==> src/rtl/servo_bus_command_engine_defines.svh <==
// Assertion macros shared by the servo bus command engine RTL.
`ifndef SERVO_BUS_COMMAND_ENGINE_DEFINES_SVH
`define SERVO_BUS_COMMAND_ENGINE_DEFINES_SVH

// Same-cycle implication, disabled while reset is low.
`define SBCE_ASSERT_IMPL(label, clk, rst_n, ante, cons) \
    label: assert property (@(posedge clk) disable iff (!(rst_n)) (ante) |-> (cons)) \
        else $error("sbce: same-cycle check failed");

// Next-cycle implication, disabled while reset is low.
`define SBCE_ASSERT_NEXT(label, clk, rst_n, ante, cons) \
    label: assert property (@(posedge clk) disable iff (!(rst_n)) (ante) |=> (cons)) \
        else $error("sbce: next-cycle check failed");

`endif

==> src/rtl/sbce_pkg.sv <==
// Types, codes and helper functions of the servo bus command engine.
`timescale 1ns / 1ps

package sbce_pkg;

    // request function codes
    localparam logic [1:0] FUNC_CMD = 2'd0;
    localparam logic [1:0] FUNC_RX  = 2'd1;
    localparam logic [1:0] FUNC_TMO = 2'd2;

    // command operations
    localparam logic [2:0] OP_PING  = 3'd0;
    localparam logic [2:0] OP_RD_B  = 3'd1;
    localparam logic [2:0] OP_RD_W  = 3'd2;
    localparam logic [2:0] OP_WR_B  = 3'd3;
    localparam logic [2:0] OP_WR_W  = 3'd4;
    localparam logic [2:0] OP_RESET = 3'd5;

    // result kinds and verdicts
    localparam logic       KIND_TX      = 1'b0;
    localparam logic       KIND_VERDICT = 1'b1;
    localparam logic [1:0] VERD_OK      = 2'd0;
    localparam logic [1:0] VERD_MISM    = 2'd1;
    localparam logic [1:0] VERD_DEV_ERR = 2'd2;
    localparam logic [1:0] VERD_TMO     = 2'd3;

    // configuration register indexes
    localparam logic [2:0] CFG_HDR1     = 3'd0;
    localparam logic [2:0] CFG_HDR2     = 3'd1;
    localparam logic [2:0] CFG_OP_PING  = 3'd2;
    localparam logic [2:0] CFG_OP_READ  = 3'd3;
    localparam logic [2:0] CFG_OP_WRITE = 3'd4;
    localparam logic [2:0] CFG_OP_RESET = 3'd5;

    // frame length field values
    localparam logic [7:0] LEN_NO_PARAM  = 8'd2;
    localparam logic [7:0] LEN_TWO_PARAM = 8'd4;
    localparam logic [7:0] LEN_WR_WORD   = 8'd5;

    // expected reply lengths
    localparam logic [3:0] RPL_LEN_BASE = 4'd6;
    localparam logic [3:0] RPL_LEN_RD_B = 4'd7;
    localparam logic [3:0] RPL_LEN_RD_W = 4'd8;

    localparam int REPLY_DEPTH = 8;

    typedef struct packed {
        logic [7:0] hdr1;
        logic [7:0] hdr2;
        logic [7:0] op_ping;
        logic [7:0] op_read;
        logic [7:0] op_write;
        logic [7:0] op_reset;
    } t_cfg;

    typedef struct packed {
        logic [1:0]  func;
        logic [2:0]  op;
        logic [7:0]  target_id;
        logic [7:0]  ctl_addr;
        logic [15:0] write_value;
        logic [7:0]  rx_byte;
    } t_item;

    typedef struct packed {
        logic        kind;
        logic [7:0]  tx_byte;
        logic        last;
        logic [1:0]  verdict;
        logic [7:0]  error_status;
        logic [15:0] read_value;
    } t_result;

    // control from the sequencer to the reply tracker
    typedef struct packed {
        logic       cmd_load;
        logic       rx_load;
        logic       tmo_load;
        logic [2:0] op;
        logic [7:0] id;
        logic [7:0] rx_byte;
    } t_trk_ctrl;

    // status from the reply tracker
    typedef struct packed {
        logic        waiting;
        logic        rx_done;
        logic [1:0]  verdict;
        logic [7:0]  error_status;
        logic [15:0] read_value;
    } t_trk_stat;

    // number of request frame bytes for an operation
    function automatic logic [3:0] frame_len(input logic [2:0] op);
        logic [3:0] len;
        case (op)
            OP_RD_B, OP_RD_W, OP_WR_B: len = 4'd8;
            OP_WR_W:                   len = 4'd9;
            default:                   len = 4'd6;
        endcase
        return len;
    endfunction

endpackage

==> src/rtl/sbce_if.sv <==
// Valid/ready channel interfaces for commands and results.
`timescale 1ns / 1ps

interface sbce_cmd_if;
    logic        valid;
    logic        ready;
    logic [1:0]  func;
    logic [2:0]  op;
    logic [7:0]  target_id;
    logic [7:0]  ctl_addr;
    logic [15:0] write_value;
    logic [7:0]  rx_byte;

    modport source (output valid, func, op, target_id, ctl_addr, write_value, rx_byte,
                    input ready);
    modport sink (input valid, func, op, target_id, ctl_addr, write_value, rx_byte,
                  output ready);
endinterface

interface sbce_res_if;
    logic        valid;
    logic        ready;
    logic        kind;
    logic [7:0]  tx_byte;
    logic        last;
    logic [1:0]  verdict;
    logic [7:0]  error_status;
    logic [15:0] read_value;

    modport source (output valid, kind, tx_byte, last, verdict, error_status, read_value,
                    input ready);
    modport sink (input valid, kind, tx_byte, last, verdict, error_status, read_value,
                  output ready);
endinterface

==> src/rtl/sbce_frame_gen.sv <==
// Request frame byte selection and checksum.
`timescale 1ns / 1ps

module sbce_frame_gen
    import sbce_pkg::*;
(
    input  t_item      i_item,
    input  t_cfg       i_cfg,
    input  logic [3:0] i_idx,
    output logic [7:0] o_tx_byte,
    output logic       o_last
);

    logic [7:0] len_byte;
    logic [7:0] opc;
    logic [7:0] p0;
    logic [7:0] p1;
    logic [7:0] p2;
    logic       no_param;
    logic       two_param;
    logic [7:0] chk;

    always_comb begin
        len_byte  = LEN_TWO_PARAM;
        opc       = i_cfg.op_read;
        p0        = i_item.ctl_addr;
        p1        = 8'd0;
        p2        = 8'd0;
        no_param  = 1'b0;
        two_param = 1'b1;
        case (i_item.op)
            OP_PING: begin
                len_byte = LEN_NO_PARAM;
                opc      = i_cfg.op_ping;
                p0       = 8'd0;
                no_param = 1'b1;
            end
            OP_RD_B: begin
                p1 = 8'd1;
            end
            OP_RD_W: begin
                p1 = 8'd2;
            end
            OP_WR_B: begin
                opc = i_cfg.op_write;
                p1  = i_item.write_value[7:0];
            end
            OP_WR_W: begin
                len_byte  = LEN_WR_WORD;
                opc       = i_cfg.op_write;
                p1        = i_item.write_value[7:0];
                p2        = i_item.write_value[15:8];
                two_param = 1'b0;
            end
            default: begin
                len_byte = LEN_NO_PARAM;
                opc      = i_cfg.op_reset;
                p0       = 8'd0;
                no_param = 1'b1;
            end
        endcase
        chk = ~(i_item.target_id + len_byte + opc + p0 + p1 + p2);
    end

    always_comb begin
        case (i_idx)
            4'd0:    o_tx_byte = i_cfg.hdr1;
            4'd1:    o_tx_byte = i_cfg.hdr2;
            4'd2:    o_tx_byte = i_item.target_id;
            4'd3:    o_tx_byte = len_byte;
            4'd4:    o_tx_byte = opc;
            4'd5:    o_tx_byte = no_param ? chk : p0;
            4'd6:    o_tx_byte = p1;
            4'd7:    o_tx_byte = two_param ? chk : p2;
            4'd8:    o_tx_byte = chk;
            default: o_tx_byte = 8'd0;
        endcase
    end

    assign o_last = (i_idx == frame_len(i_item.op) - 4'd1);

endmodule

==> src/rtl/sbce_reply_trk.sv <==
// Pending transaction state, reply byte store and verdict logic.
`timescale 1ns / 1ps

module sbce_reply_trk
    import sbce_pkg::*;
(
    input  logic      i_clk,
    input  logic      i_rst_n,
    input  t_trk_ctrl i_ctrl,
    input  t_cfg      i_cfg,
    output t_trk_stat o_stat
);

    logic       r_waiting;
    logic [2:0] r_pend_op;
    logic [7:0] r_pend_id;
    logic [3:0] r_exp_len;
    logic [3:0] r_rx_count;
    logic [7:0] r_reply [REPLY_DEPTH];
    logic [3:0] n_rx_count;

    assign n_rx_count = r_rx_count + 4'd1;

    always_ff @(posedge i_clk) begin
        if (!i_rst_n) begin
            r_waiting  <= 1'b0;
            r_pend_op  <= OP_PING;
            r_pend_id  <= 8'd0;
            r_exp_len  <= 4'd0;
            r_rx_count <= 4'd0;
        end else if (i_ctrl.cmd_load) begin
            r_waiting  <= 1'b1;
            r_pend_op  <= i_ctrl.op;
            r_pend_id  <= i_ctrl.id;
            r_rx_count <= 4'd0;
            case (i_ctrl.op)
                OP_RD_B: r_exp_len <= RPL_LEN_RD_B;
                OP_RD_W: r_exp_len <= RPL_LEN_RD_W;
                default: r_exp_len <= RPL_LEN_BASE;
            endcase
        end else if (i_ctrl.rx_load && r_waiting) begin
            r_rx_count <= n_rx_count;
            if (o_stat.rx_done) begin
                r_waiting <= 1'b0;
            end
        end else if (i_ctrl.tmo_load) begin
            r_waiting <= 1'b0;
        end
    end

    // reply store: no reset, entries are read only after being written
    always_ff @(posedge i_clk) begin
        if (i_ctrl.rx_load && r_waiting && !r_rx_count[3]) begin
            r_reply[r_rx_count[2:0]] <= i_ctrl.rx_byte;
        end
    end

    always_comb begin
        o_stat.waiting      = r_waiting;
        o_stat.rx_done      = r_waiting && (n_rx_count >= r_exp_len);
        o_stat.verdict      = VERD_OK;
        o_stat.error_status = 8'd0;
        o_stat.read_value   = 16'd0;
        if (r_reply[0] != i_cfg.hdr1 || r_reply[1] != i_cfg.hdr2 ||
            r_reply[2] != r_pend_id) begin
            o_stat.verdict = VERD_MISM;
        end else begin
            o_stat.error_status = r_reply[4];
            if (r_pend_op != OP_PING && r_reply[4] != 8'd0) begin
                o_stat.verdict = VERD_DEV_ERR;
            end else if (r_pend_op == OP_RD_B) begin
                o_stat.read_value = {8'd0, r_reply[5]};
            end else if (r_pend_op == OP_RD_W) begin
                o_stat.read_value = {r_reply[6], r_reply[5]};
            end
        end
    end

endmodule

==> src/rtl/servo_bus_command_engine.sv <==
// Top level of the servo bus command engine: input register, sequencer, result register.
// Master side of a half-duplex smart-servo bus. Each request on i_cmd is one of: a command
// (ping, read byte, read word, write byte, write word, factory reset), one byte received
// from the bus, or a response timeout. A command produces its whole request frame on o_res,
// one transmit byte per result (two header bytes, id, length, instruction, parameters,
// inverted 8-bit checksum of id onward), with last set on the checksum byte. Received bytes
// are collected until the reply length of the pending command is reached (6 bytes, 7 for a
// read byte, 8 for a read word); the engine then emits one verdict with the reply's error
// byte and any read data. Reply checksums are not checked. A timeout while waiting ends the
// transaction with a timeout verdict. A new command abandons a pending one without a verdict.
// Bytes and timeouts while idle, unknown ops and unknown function codes produce nothing.
// Rate: received bytes, timeouts and ignored requests leave the input register as they step,
// so a new request is accepted every cycle while no verdict waits on a stalled result sink;
// a command holds the input register until its last frame byte is emitted, one frame byte
// per result, as the result register takes one result a cycle while the sink is ready.
// Configuration writes on i_cfg_* take effect at the next edge and belong in idle periods.
`timescale 1ns / 1ps
`include "servo_bus_command_engine_defines.svh"

module servo_bus_command_engine
    import sbce_pkg::*;
(
    input  logic       i_clk,
    input  logic       i_rst_n,
    input  logic       i_cfg_we,
    input  logic [2:0] i_cfg_idx,
    input  logic [7:0] i_cfg_data,
    sbce_cmd_if.sink   i_cmd,
    sbce_res_if.source o_res
);

    // configuration registers
    t_cfg       r_cfg;

    // input register and frame byte index
    logic       r_in_valid;
    t_item      r_in;
    logic [3:0] r_idx;

    // result register
    logic       r_out_valid;
    t_result    r_out;
    t_result    n_out;

    logic       in_is_cmd;
    logic       in_is_rx;
    logic       in_is_tmo;
    logic       has_result;
    logic       can_emit;
    logic       step;
    logic       retire;
    logic       emit;
    logic [7:0] frame_byte;
    logic       frame_last;
    t_trk_ctrl  trk_ctrl;
    t_trk_stat  trk_stat;

    // Hold register writes; unknown indexes drop.
    always_ff @(posedge i_clk) begin
        if (!i_rst_n) begin
            r_cfg.hdr1     <= 8'hFF;
            r_cfg.hdr2     <= 8'hFF;
            r_cfg.op_ping  <= 8'd1;
            r_cfg.op_read  <= 8'd2;
            r_cfg.op_write <= 8'd3;
            r_cfg.op_reset <= 8'd6;
        end else if (i_cfg_we) begin
            case (i_cfg_idx)
                CFG_HDR1:     r_cfg.hdr1     <= i_cfg_data;
                CFG_HDR2:     r_cfg.hdr2     <= i_cfg_data;
                CFG_OP_PING:  r_cfg.op_ping  <= i_cfg_data;
                CFG_OP_READ:  r_cfg.op_read  <= i_cfg_data;
                CFG_OP_WRITE: r_cfg.op_write <= i_cfg_data;
                CFG_OP_RESET: r_cfg.op_reset <= i_cfg_data;
                default: begin
                end
            endcase
        end
    end

    // Classify the held request against the current transaction state.
    assign in_is_cmd  = (r_in.func == FUNC_CMD) && (r_in.op inside {[OP_PING:OP_RESET]});
    assign in_is_rx   = (r_in.func == FUNC_RX) && trk_stat.waiting;
    assign in_is_tmo  = (r_in.func == FUNC_TMO) && trk_stat.waiting;
    assign has_result = in_is_cmd || (in_is_rx && trk_stat.rx_done) || in_is_tmo;

    // Advance when the result register has room, or at once when nothing comes out.
    assign can_emit = !r_out_valid || o_res.ready;
    assign step     = r_in_valid && (!has_result || can_emit);
    assign emit     = step && has_result;
    assign retire   = step && (!in_is_cmd || frame_last);

    assign i_cmd.ready = !r_in_valid || retire;

    always_ff @(posedge i_clk) begin
        if (!i_rst_n) begin
            r_in_valid <= 1'b0;
            r_idx      <= 4'd0;
        end else begin
            if (i_cmd.valid && i_cmd.ready) begin
                r_in_valid <= 1'b1;
            end else if (retire) begin
                r_in_valid <= 1'b0;
            end
            if (retire) begin
                r_idx <= 4'd0;
            end else if (step && in_is_cmd) begin
                r_idx <= r_idx + 4'd1;
            end
        end
    end

    always_ff @(posedge i_clk) begin
        if (i_cmd.valid && i_cmd.ready) begin
            r_in.func        <= i_cmd.func;
            r_in.op          <= i_cmd.op;
            r_in.target_id   <= i_cmd.target_id;
            r_in.ctl_addr    <= i_cmd.ctl_addr;
            r_in.write_value <= i_cmd.write_value;
            r_in.rx_byte     <= i_cmd.rx_byte;
        end
    end

    sbce_frame_gen u_frame_gen (
        .i_item    (r_in),
        .i_cfg     (r_cfg),
        .i_idx     (r_idx),
        .o_tx_byte (frame_byte),
        .o_last    (frame_last)
    );

    // Commit the transaction state once per request: a command on its last byte.
    always_comb begin
        trk_ctrl.cmd_load = retire && in_is_cmd;
        trk_ctrl.rx_load  = step && in_is_rx;
        trk_ctrl.tmo_load = step && in_is_tmo;
        trk_ctrl.op       = r_in.op;
        trk_ctrl.id       = r_in.target_id;
        trk_ctrl.rx_byte  = r_in.rx_byte;
    end

    sbce_reply_trk u_reply_trk (
        .i_clk   (i_clk),
        .i_rst_n (i_rst_n),
        .i_ctrl  (trk_ctrl),
        .i_cfg   (r_cfg),
        .o_stat  (trk_stat)
    );

    // Build the next result: frame byte, reply verdict or timeout verdict.
    always_comb begin
        n_out.kind         = KIND_VERDICT;
        n_out.tx_byte      = 8'd0;
        n_out.last         = 1'b0;
        n_out.verdict      = VERD_TMO;
        n_out.error_status = 8'd0;
        n_out.read_value   = 16'd0;
        if (in_is_cmd) begin
            n_out.kind    = KIND_TX;
            n_out.tx_byte = frame_byte;
            n_out.last    = frame_last;
            n_out.verdict = VERD_OK;
        end else if (in_is_rx) begin
            n_out.verdict      = trk_stat.verdict;
            n_out.error_status = trk_stat.error_status;
            n_out.read_value   = trk_stat.read_value;
        end
    end

    // Hold the result until the sink takes it.
    always_ff @(posedge i_clk) begin
        if (!i_rst_n) begin
            r_out_valid <= 1'b0;
        end else if (emit) begin
            r_out_valid <= 1'b1;
        end else if (o_res.ready) begin
            r_out_valid <= 1'b0;
        end
    end

    always_ff @(posedge i_clk) begin
        if (emit) begin
            r_out <= n_out;
        end
    end

    assign o_res.valid        = r_out_valid;
    assign o_res.kind         = r_out.kind;
    assign o_res.tx_byte      = r_out.tx_byte;
    assign o_res.last         = r_out.last;
    assign o_res.verdict      = r_out.verdict;
    assign o_res.error_status = r_out.error_status;
    assign o_res.read_value   = r_out.read_value;

    // The byte index never runs past the frame of the held command.
    `SBCE_ASSERT_IMPL(a_idx_in_frame, i_clk, i_rst_n, r_in_valid && in_is_cmd, r_idx < frame_len(r_in.op))
    // A verdict closes the transaction.
    `SBCE_ASSERT_NEXT(a_verdict_ends_wait, i_clk, i_rst_n, emit && !in_is_cmd, !trk_stat.waiting)
    // Finishing a frame rewinds the byte index and leaves the engine waiting.
    `SBCE_ASSERT_NEXT(a_frame_rewinds, i_clk, i_rst_n, retire && in_is_cmd, r_idx == 4'd0 && trk_stat.waiting)

endmodule

==> src/flat_wrapper.sv <==
// flat-port wrapper written by rule: the top's interface ports become plain ports
module servo_bus_command_engine_flat import sbce_pkg::*;
  (i_clk, i_rst_n, i_cfg_we, i_cfg_idx, i_cfg_data, i_cmd_valid, i_cmd_func, i_cmd_op, i_cmd_target_id, i_cmd_ctl_addr, i_cmd_write_value, i_cmd_rx_byte, i_cmd_ready, o_res_valid, o_res_kind, o_res_tx_byte, o_res_last, o_res_verdict, o_res_error_status, o_res_read_value, o_res_ready);
  sbce_cmd_if i_cmd_i ();
  sbce_res_if o_res_i ();
  input  logic i_clk;
  input  logic i_rst_n;
  input  logic i_cfg_we;
  input  logic [2:0] i_cfg_idx;
  input  logic [7:0] i_cfg_data;
  input wire logic [$bits(i_cmd_i.valid)-1:0] i_cmd_valid;
  input wire logic [$bits(i_cmd_i.func)-1:0] i_cmd_func;
  input wire logic [$bits(i_cmd_i.op)-1:0] i_cmd_op;
  input wire logic [$bits(i_cmd_i.target_id)-1:0] i_cmd_target_id;
  input wire logic [$bits(i_cmd_i.ctl_addr)-1:0] i_cmd_ctl_addr;
  input wire logic [$bits(i_cmd_i.write_value)-1:0] i_cmd_write_value;
  input wire logic [$bits(i_cmd_i.rx_byte)-1:0] i_cmd_rx_byte;
  output wire logic [$bits(i_cmd_i.ready)-1:0] i_cmd_ready;
  output wire logic [$bits(o_res_i.valid)-1:0] o_res_valid;
  output wire logic [$bits(o_res_i.kind)-1:0] o_res_kind;
  output wire logic [$bits(o_res_i.tx_byte)-1:0] o_res_tx_byte;
  output wire logic [$bits(o_res_i.last)-1:0] o_res_last;
  output wire logic [$bits(o_res_i.verdict)-1:0] o_res_verdict;
  output wire logic [$bits(o_res_i.error_status)-1:0] o_res_error_status;
  output wire logic [$bits(o_res_i.read_value)-1:0] o_res_read_value;
  input wire logic [$bits(o_res_i.ready)-1:0] o_res_ready;
  assign i_cmd_i.valid = i_cmd_valid;
  assign i_cmd_i.func = i_cmd_func;
  assign i_cmd_i.op = i_cmd_op;
  assign i_cmd_i.target_id = i_cmd_target_id;
  assign i_cmd_i.ctl_addr = i_cmd_ctl_addr;
  assign i_cmd_i.write_value = i_cmd_write_value;
  assign i_cmd_i.rx_byte = i_cmd_rx_byte;
  assign i_cmd_ready = i_cmd_i.ready;
  assign o_res_valid = o_res_i.valid;
  assign o_res_kind = o_res_i.kind;
  assign o_res_tx_byte = o_res_i.tx_byte;
  assign o_res_last = o_res_i.last;
  assign o_res_verdict = o_res_i.verdict;
  assign o_res_error_status = o_res_i.error_status;
  assign o_res_read_value = o_res_i.read_value;
  assign o_res_i.ready = o_res_ready;
  servo_bus_command_engine u_core (.i_clk(i_clk), .i_rst_n(i_rst_n), .i_cfg_we(i_cfg_we), .i_cfg_idx(i_cfg_idx), .i_cfg_data(i_cfg_data), .i_cmd(i_cmd_i), .o_res(o_res_i));
endmodule
==> config.mk <==
export PLATFORM = sky130hd
export DESIGN_NAME = servo_bus_command_engine_flat
export DESIGN_NICKNAME = d
export VERILOG_FILES = /design/src/rtl/sbce_pkg.sv /design/src/rtl/sbce_if.sv /design/src/rtl/sbce_frame_gen.sv /design/src/rtl/sbce_reply_trk.sv /design/src/rtl/servo_bus_command_engine.sv /design/src/flat_wrapper.sv
export VERILOG_INCLUDE_DIRS = /design/src /design/src/rtl
export SDC_FILE = /design/constraint.sdc
export NUM_CORES = 1
export LEC_CHECK = 0
export BUFFER_PORTS_ARGS = -buffer_cell sky130_fd_sc_hd__buf_2
export CAP_MARGIN = 20
export CORE_UTILIZATION = 25
export CTS_CLUSTER_DIAMETER = 50
export DETAILED_ROUTE_END_ITERATION = 12
export SETUP_SLACK_MARGIN = 0.5
export SLEW_MARGIN = 20
export SYNTH_ARGS = -nofsm -noshare
export SYNTH_HDL_FRONTEND = slang
export SYNTH_HIERARCHICAL = 1
export SYNTH_SLANG_ARGS = --single-unit
==> constraint.sdc <==
create_clock -name i_clk -period 5.5 [get_ports i_clk]
set_input_delay 0.275 -clock i_clk [delete_from_list [all_inputs] [get_ports i_clk]]
set_output_delay 0.275 -clock i_clk [all_outputs]
set_load 0.01 [all_outputs]
# --- After elaboration in Yosys (flattened, before gate mapping) ---
# Memories as Yosys holds them, arrays and structs flattened.
# Index checks and enable logic that the tools add are counted.
op_classes:
  n_eq_ne: 26
  n_bitwise: 4
  magnitude_cmp: 3
  n_addsub: 8
  muxes: 28
  reduce_logical: 55
op_table:
  columns: ["operator", "n"]
  rows:
  - ["one-hot mux 8 bit (9 select lines)", 1]
  - ["two-way mux 16 bit", 3]
  - ["one-hot mux 8 bit (3 select lines)", 2]
  - ["adder 8 bit", 4]
  - ["two-way mux 8 bit", 4]
  - ["two-way mux 26 bit", 1]
  - ["two-way mux 24 bit", 1]
  - ["!= test 8 bit", 3]
  - ["logical AND 1 bit", 17]
  - ["equality test 4 x 3 -> 1 bit, second input constant", 4]
  - ["one-hot mux 4 bit (2 select lines)", 2]
  - ["equality test 3 x 2 -> 1 bit, second input constant", 5]
  - ["AND reduction 2 bit", 7]
  - ["two-way mux 1 bit", 10]
  - ["two-way mux 10 bit", 1]
  - ["equality test 3 x 1 -> 1 bit, second input constant", 3]
  - ["equality test 3 bit, second input constant", 3]
  - ["adder 4 x 1 -> 4 bit, second input constant", 2]
  - ["adder 8 x 3 -> 8 bit", 1]
  - ["equality test 4 x 2 -> 1 bit, second input constant", 2]
  - ["logical OR 1 bit", 8]
  - ["NOT 8 bit", 1]
  - ["nonzero test 8 bit", 1]
  - ["OR reduction 2 bit", 4]
  - ["other kinds (22)", 34]
word_totals:
  mem_count: 1
  input_bits: 61
  word_cells: 152
  out_inout_bits: 38
  ff_bits: 155
  ram_bits: 64
memory_table:
  columns: ["name", "words", "width", "rd", "rd_clocked_by_memory_dff", "wr", "line", "text"]
  rows:
  - ["u_core.u_reply_trk.r_reply", 8, 8, 6, 0, 1, "sbce_reply_trk.sv:19", "logic [7:0] r_reply [REPLY_DEPTH];"]

# --- Logic depth before layout (Yosys ltp) ---
depth:
  ltp_word: 14
  mapped_depth: 22
  depth_no_buf: 20

# --- Modules after synthesis ---
# The synthesis kept the hierarchy.
by_module_without_submodules:
  columns: ["module", "instances", "cells_per_inst", "area_each_um2"]
  rows:
  - ["servo_bus_command_engine", 1, 384, 4843.4]
  - ["sbce_reply_trk", 1, 215, 2895.3]
  - ["sbce_frame_gen", 1, 291, 2183.3]

# --- Worst setup path after synthesis ---
# Ideal clock, no wire load.
synth_timing:
  kind: "register -> register"
  start: "register u_core/r_in[41] in the netlist's numbering"
  end: "register u_core.r_out, in the netlist u_core/o_res.tx_byte[3] (data pin)"
  path_stages_with_launch: 20
  t_required_ps: 5245
  arrival_ps: 4592
  slack_ps: 653
  n_path_buf: 2
  setup_time_ps: 255
  path_cell_list: "edfxtp_1 -> buf_6 -> or2_2 -> buf_2 -> mux2i_1 -> a21oi_1 -> fa_1 -> fa_1 -> inv_1 -> fa_1 -> inv_1 -> ha_1 -> inv_1 -> fa_1 -> a22oi_1 -> nor3_1 -> a211oi_1 -> o21ai_0 -> a211o_1 -> and2_1"
synth_via:
  elab_chain_cells: 11
  word_cells_on_any_way: 27
  classes_between: "5 x add/sub; 2 x order compare; 4 x eq/ne; 8 x mux; 1 x bitwise; 7 x reduce/logical"
synth_lines:
  columns: ["element", "line", "text"]
  rows:
  - ["from (decl)", "servo_bus_command_engine.sv:37", "t_item r_in;"]
  - ["equality test 3 x 1 -> 1 bit or equality test 3 x 2 -> 1 bit (tied branches)", "sbce_frame_gen.sv:31", "case (i_item.op)"]
  - ["OR reduction 3 bit (no line)", null, null]
  - ["one-hot mux 3 bit (2 select lines)", "sbce_frame_gen.sv:31", null]
  - ["adder 8 x 3 -> 8 bit", "sbce_frame_gen.sv:62", "chk = ~(i_item.target_id + len_byte + opc + p0 + p1 + p2);"]
  - ["adder 8 bit (4 in a row)", "sbce_frame_gen.sv:62", null]
  - ["NOT 8 bit", "sbce_frame_gen.sv:62", null]
  - ["two-way mux 8 bit, on equally long branches", "sbce_frame_gen.sv:74, sbce_frame_gen.sv:72", null]
  - ["one-hot mux 8 bit (9 select lines) *", "sbce_frame_gen.sv:66", "case (i_idx)"]
  - ["via u_core.frame_byte[3]", "servo_bus_command_engine.sv:53", "logic [7:0] frame_byte;"]
  - ["to (signal assigned)", "servo_bus_command_engine.sv:183", "r_out <= n_out;"]
  - ["to (decl)", "servo_bus_command_engine.sv:42", "t_result r_out;"]
# The timed path passes the listed nets; every way through them passes the cells marked *.
# A chain may end at the register's enable or synchronous reset.

# --- Final worst setup path ---
layout_timing:
  start: "register u_core/r_in[40] in the netlist's numbering"
  end: "register u_core.r_out, in the netlist u_core/o_res.tx_byte[7] (data pin)"
# The elaborated chain is that of the path after synthesis.

==> flow_summary.yaml <==
run_status:
  status: "complete, no violations"
critical_path:
  crit_cells: 18
  critPathKind: "flop to flop"
  reg2reg_depth: 18
  required_ps: 5900
  critPathTopFamily: "adder cells"
  cp_num_buf_inv: 4
  path_cells: "buf_4, nor2_4, buf_8, mux2i_2, o21ai_2, fa_1, inv_1, fa_1, fa_1, inv_1, ha_1, a21o_1, a21oi_2, o21bai_1, a21oi_1, xnor3_1, o2111ai_2, and2_1"
  path_common_cell: "fa_1"
  startpoint_type: "flop"
  path_max_fanout: 13
  cpMaxStageDelayCell: "fa_1"
  end_kind: "flop"
  crit_arrival_ps: 5240
  slowest_delay_ps: 610
layout:
  area_growth_syn_to_layout_pct: 26.3
  final_layout_size_suffix_gt1_frac: 0.196
  final_cell_mix: "nand2_1, edfxtp_1, buf_2, dfxtp_1, and2_1"
  antenna_cells: 0
  fin_nets: 1157
  post-route-util: 0.322
  final_common_cell: "nand2_1"
yosys:
  syn_area_per_cell_um2: 11.1
  synth_nets: 990
  syn_inst: 890
  ys_types: 74
  yosys_warnings: 6
  syn_area_um2: 9920
  ys_seq_area_frac: 0.538
  synth_edf_count: 129
  synth_ff_type: "edfxtp_1"
  synthArstFlopShare: 0
  ys_seq_elements: 202
routing:
  wl_per_cell_um: 16.6
  drc: 0
  wl_mm: 26.5
  vias: 7092
  via_per_inst: 4.44
  drt_first_pass_iters: 4
  ant_nets: 0
  drtIter0Drc: 419
timing:
  timing_hold_violations_final: 0
  grt_setup_unrepaired: "no"
  finClkSkew_ps: 19.8
  setup_violations: 0
  setup_tns_ps: 0
  min_period_ps: 4830
  finalMaxSlewViolations: 0
  fmax_ghz: 0.207
  period_share: 0.879
  tightest_slew_ps: 974
  slew_headroom: 0.346
floorplanning:
  ioPinCount: 99
  fp.dieW_um: 201
  die_h_um: 201
  initial_core_util: 0.255
  coreArea_um2: 38900
  rows: 72
  die_area_um2: 40500
global_route:
  grt_max_degree: 74
  grt_use_total: 0.128
  grt_pass1_vias: 7020
  busiest_layer: "met2"
  grtUsageMet1: 0.178
  met3_usage: 0.0293
  antenna_found_initial: 0
  use_met2: 0.200
  grt_pass1_wl_mm: 40.4
  overflow: 0
power:
  p_leak_nw: 4.76
  vdd_drop_max_mv: 0.193
  power_per_cell_area_nw_per_um2: 312
clock_network:
  numCtsBuffers: 27
  cts_tree: "built"
  clk_pin_slew_ps: 60
  clockRootBuffer: "clkbuf_16"
  ctsLongestPathBuffers: 3
  clock_sinks: 202
  worstSkewPairLatency_ps: 550
  htreeDepth: 1
placed_design:
  hpwlAfterDp_mm: 19.6
  io_buffers: 98
  gp_congestion: 0.871
hold_path:
  hold_class: "input pin to flop"
  hold_depth: 3
run:
  drv_cap: 0
[worst reg2reg max path: cells and delay by family, from the launching register on]
kind | cells | cell delay, ps
xor gates and xnor gates | 1 | 420
DFF | 1 | 500
and+or+nand+nor | 2 | 280
buffers and inverters | 4 | 490
adders and majority gates | 4 | 1950
muxes | 1 | 230
AOI/OAI and AO/OA | 6 | 850
[state kept, by name, indices dropped and copies added, names as in the netlist, 2 cells and up]
| signal | cells |
|---|---|
| u_core/o_res.error_status | 8 |
| u_core/o_res.read_value | 16 |
| u_core/o_res.tx_byte | 8 |
| u_core/o_res.verdict | 2 |
| u_core/r_cfg | 48 |
| u_core/r_idx | 4 |
| u_core/r_in | 45 |
| u_core/u_reply_trk/r_exp_len | 3 |
| u_core/u_reply_trk/r_pend_id | 8 |
| u_core/u_reply_trk/r_pend_op | 3 |
| u_core/u_reply_trk/r_reply | 48 |
| u_core/u_reply_trk/r_rx_count | 4 |
[synth_stat cells, types with 6 or more instances]
cell | instances | area [um^2]
fa_1 | 23 | 460
clkbuf_1 | 18 | 67.6
xnor2_1 | 13 | 114
o21ai_0 | 20 | 100
a21oi_1 | 20 | 100
ha_1 | 16 | 200
mux2i_1 | 36 | 360
a21boi_0 | 29 | 218
nor3_1 | 6 | 30.0
edfxtp_1 | 129 | 3870
and3_1 | 12 | 75.1
nand2b_1 | 11 | 68.8
a22oi_1 | 9 | 67.6
nor2_1 | 41 | 154
inv_1 | 50 | 188
nand3_1 | 34 | 170
nor2b_1 | 20 | 125
nand2_1 | 131 | 492
xor2_1 | 27 | 236
buf_2 | 7 | 35.0
and2_1 | 68 | 425
or3_1 | 6 | 37.5
dfxtp_1 | 73 | 1460
[per-stage QoR]
step	setup slack (ps)	hold slack (ps)	total power [W]	area, um^2	std cells
2_1_floorplan	653	374	0.00206	9920	890
5_1_grt	495	69.6	0.00407	12500	1596
4_1_cts	528	35.7	0.00394	12400	1592
6_report	668	63.2	0.00391	12500	1596
3_5_place_dp	419	456	0.00221	11000	1490
3_3_place_gp	525	452	0.00220	11000	1490
[layout make-up]
cell class                      count  area, um^2
Clock buffer                       33         708
Clock inverter                     17         173
Fill cell                        3974       26400
Inverter                           51         194
Multi-Input combinational cell    606        4300
Sequential cell                   202        5340
Tap cell                          518         648
Timing Repair Buffer              169        1170
[where the power goes]
part / internal (W) / switching, W / total [W]
combinational: 0.000250 / 0.000281 / 0.000530
sequential: 0.00165 / 0.0000418 / 0.00169
clock: 0.000989 / 0.000698 / 0.00169
total: 0.00289 / 0.00102 / 0.00391
[cell families (layout without fill, tap and decap cells)]
| logic type | Yosys count | after routing | synth area share |
|---|---|---|---|
| multiplexers | 41 | 41 | 0.0431 |
| XOR/XNOR | 42 | 42 | 0.0392 |
| flip-flops | 202 | 202 | 0.538 |
| adder cells (fa/ha/maj) | 39 | 39 | 0.0666 |
| AO/OA/AOI/OAI | 120 | 120 | 0.0860 |
| AND/OR/NAND/NOR | 364 | 364 | 0.193 |
| buffers and inverters | 82 | 270 | 0.0342 |
[routing by layer]
layer / wire (um) / up-vias
li1: - / 3435
met1: 12500 / 3427
met4: 574 / 0
met2: 11700 / 195
met5: 0 / -
met3: 1690 / 35
[path summary, 6_finish.rpt]
path | end | from | slack, ps
min reg2reg | u_core/r_cfg[22] | u_core/r_cfg[22] | 490
min | u_core/r_cfg[25] | i_cfg_data[1] | 60
max | u_core/o_res.tx_byte[7] | u_core/r_in[40] | 670
max reg2reg | u_core/o_res.tx_byte[7] | u_core/r_in[40] | 670
[what timing repair did]
item | 4_1_cts | 5_1_grt
endpoints found under the setup margin | 2 | 3
hold buffers | 46 | 0
pin swaps | 0 | 2
setup buffers | 6 | 4
gates resized for setup | 1 | 20
hold endpoints to repair | 46 | 0
Power figures use the tool's default switching activity.
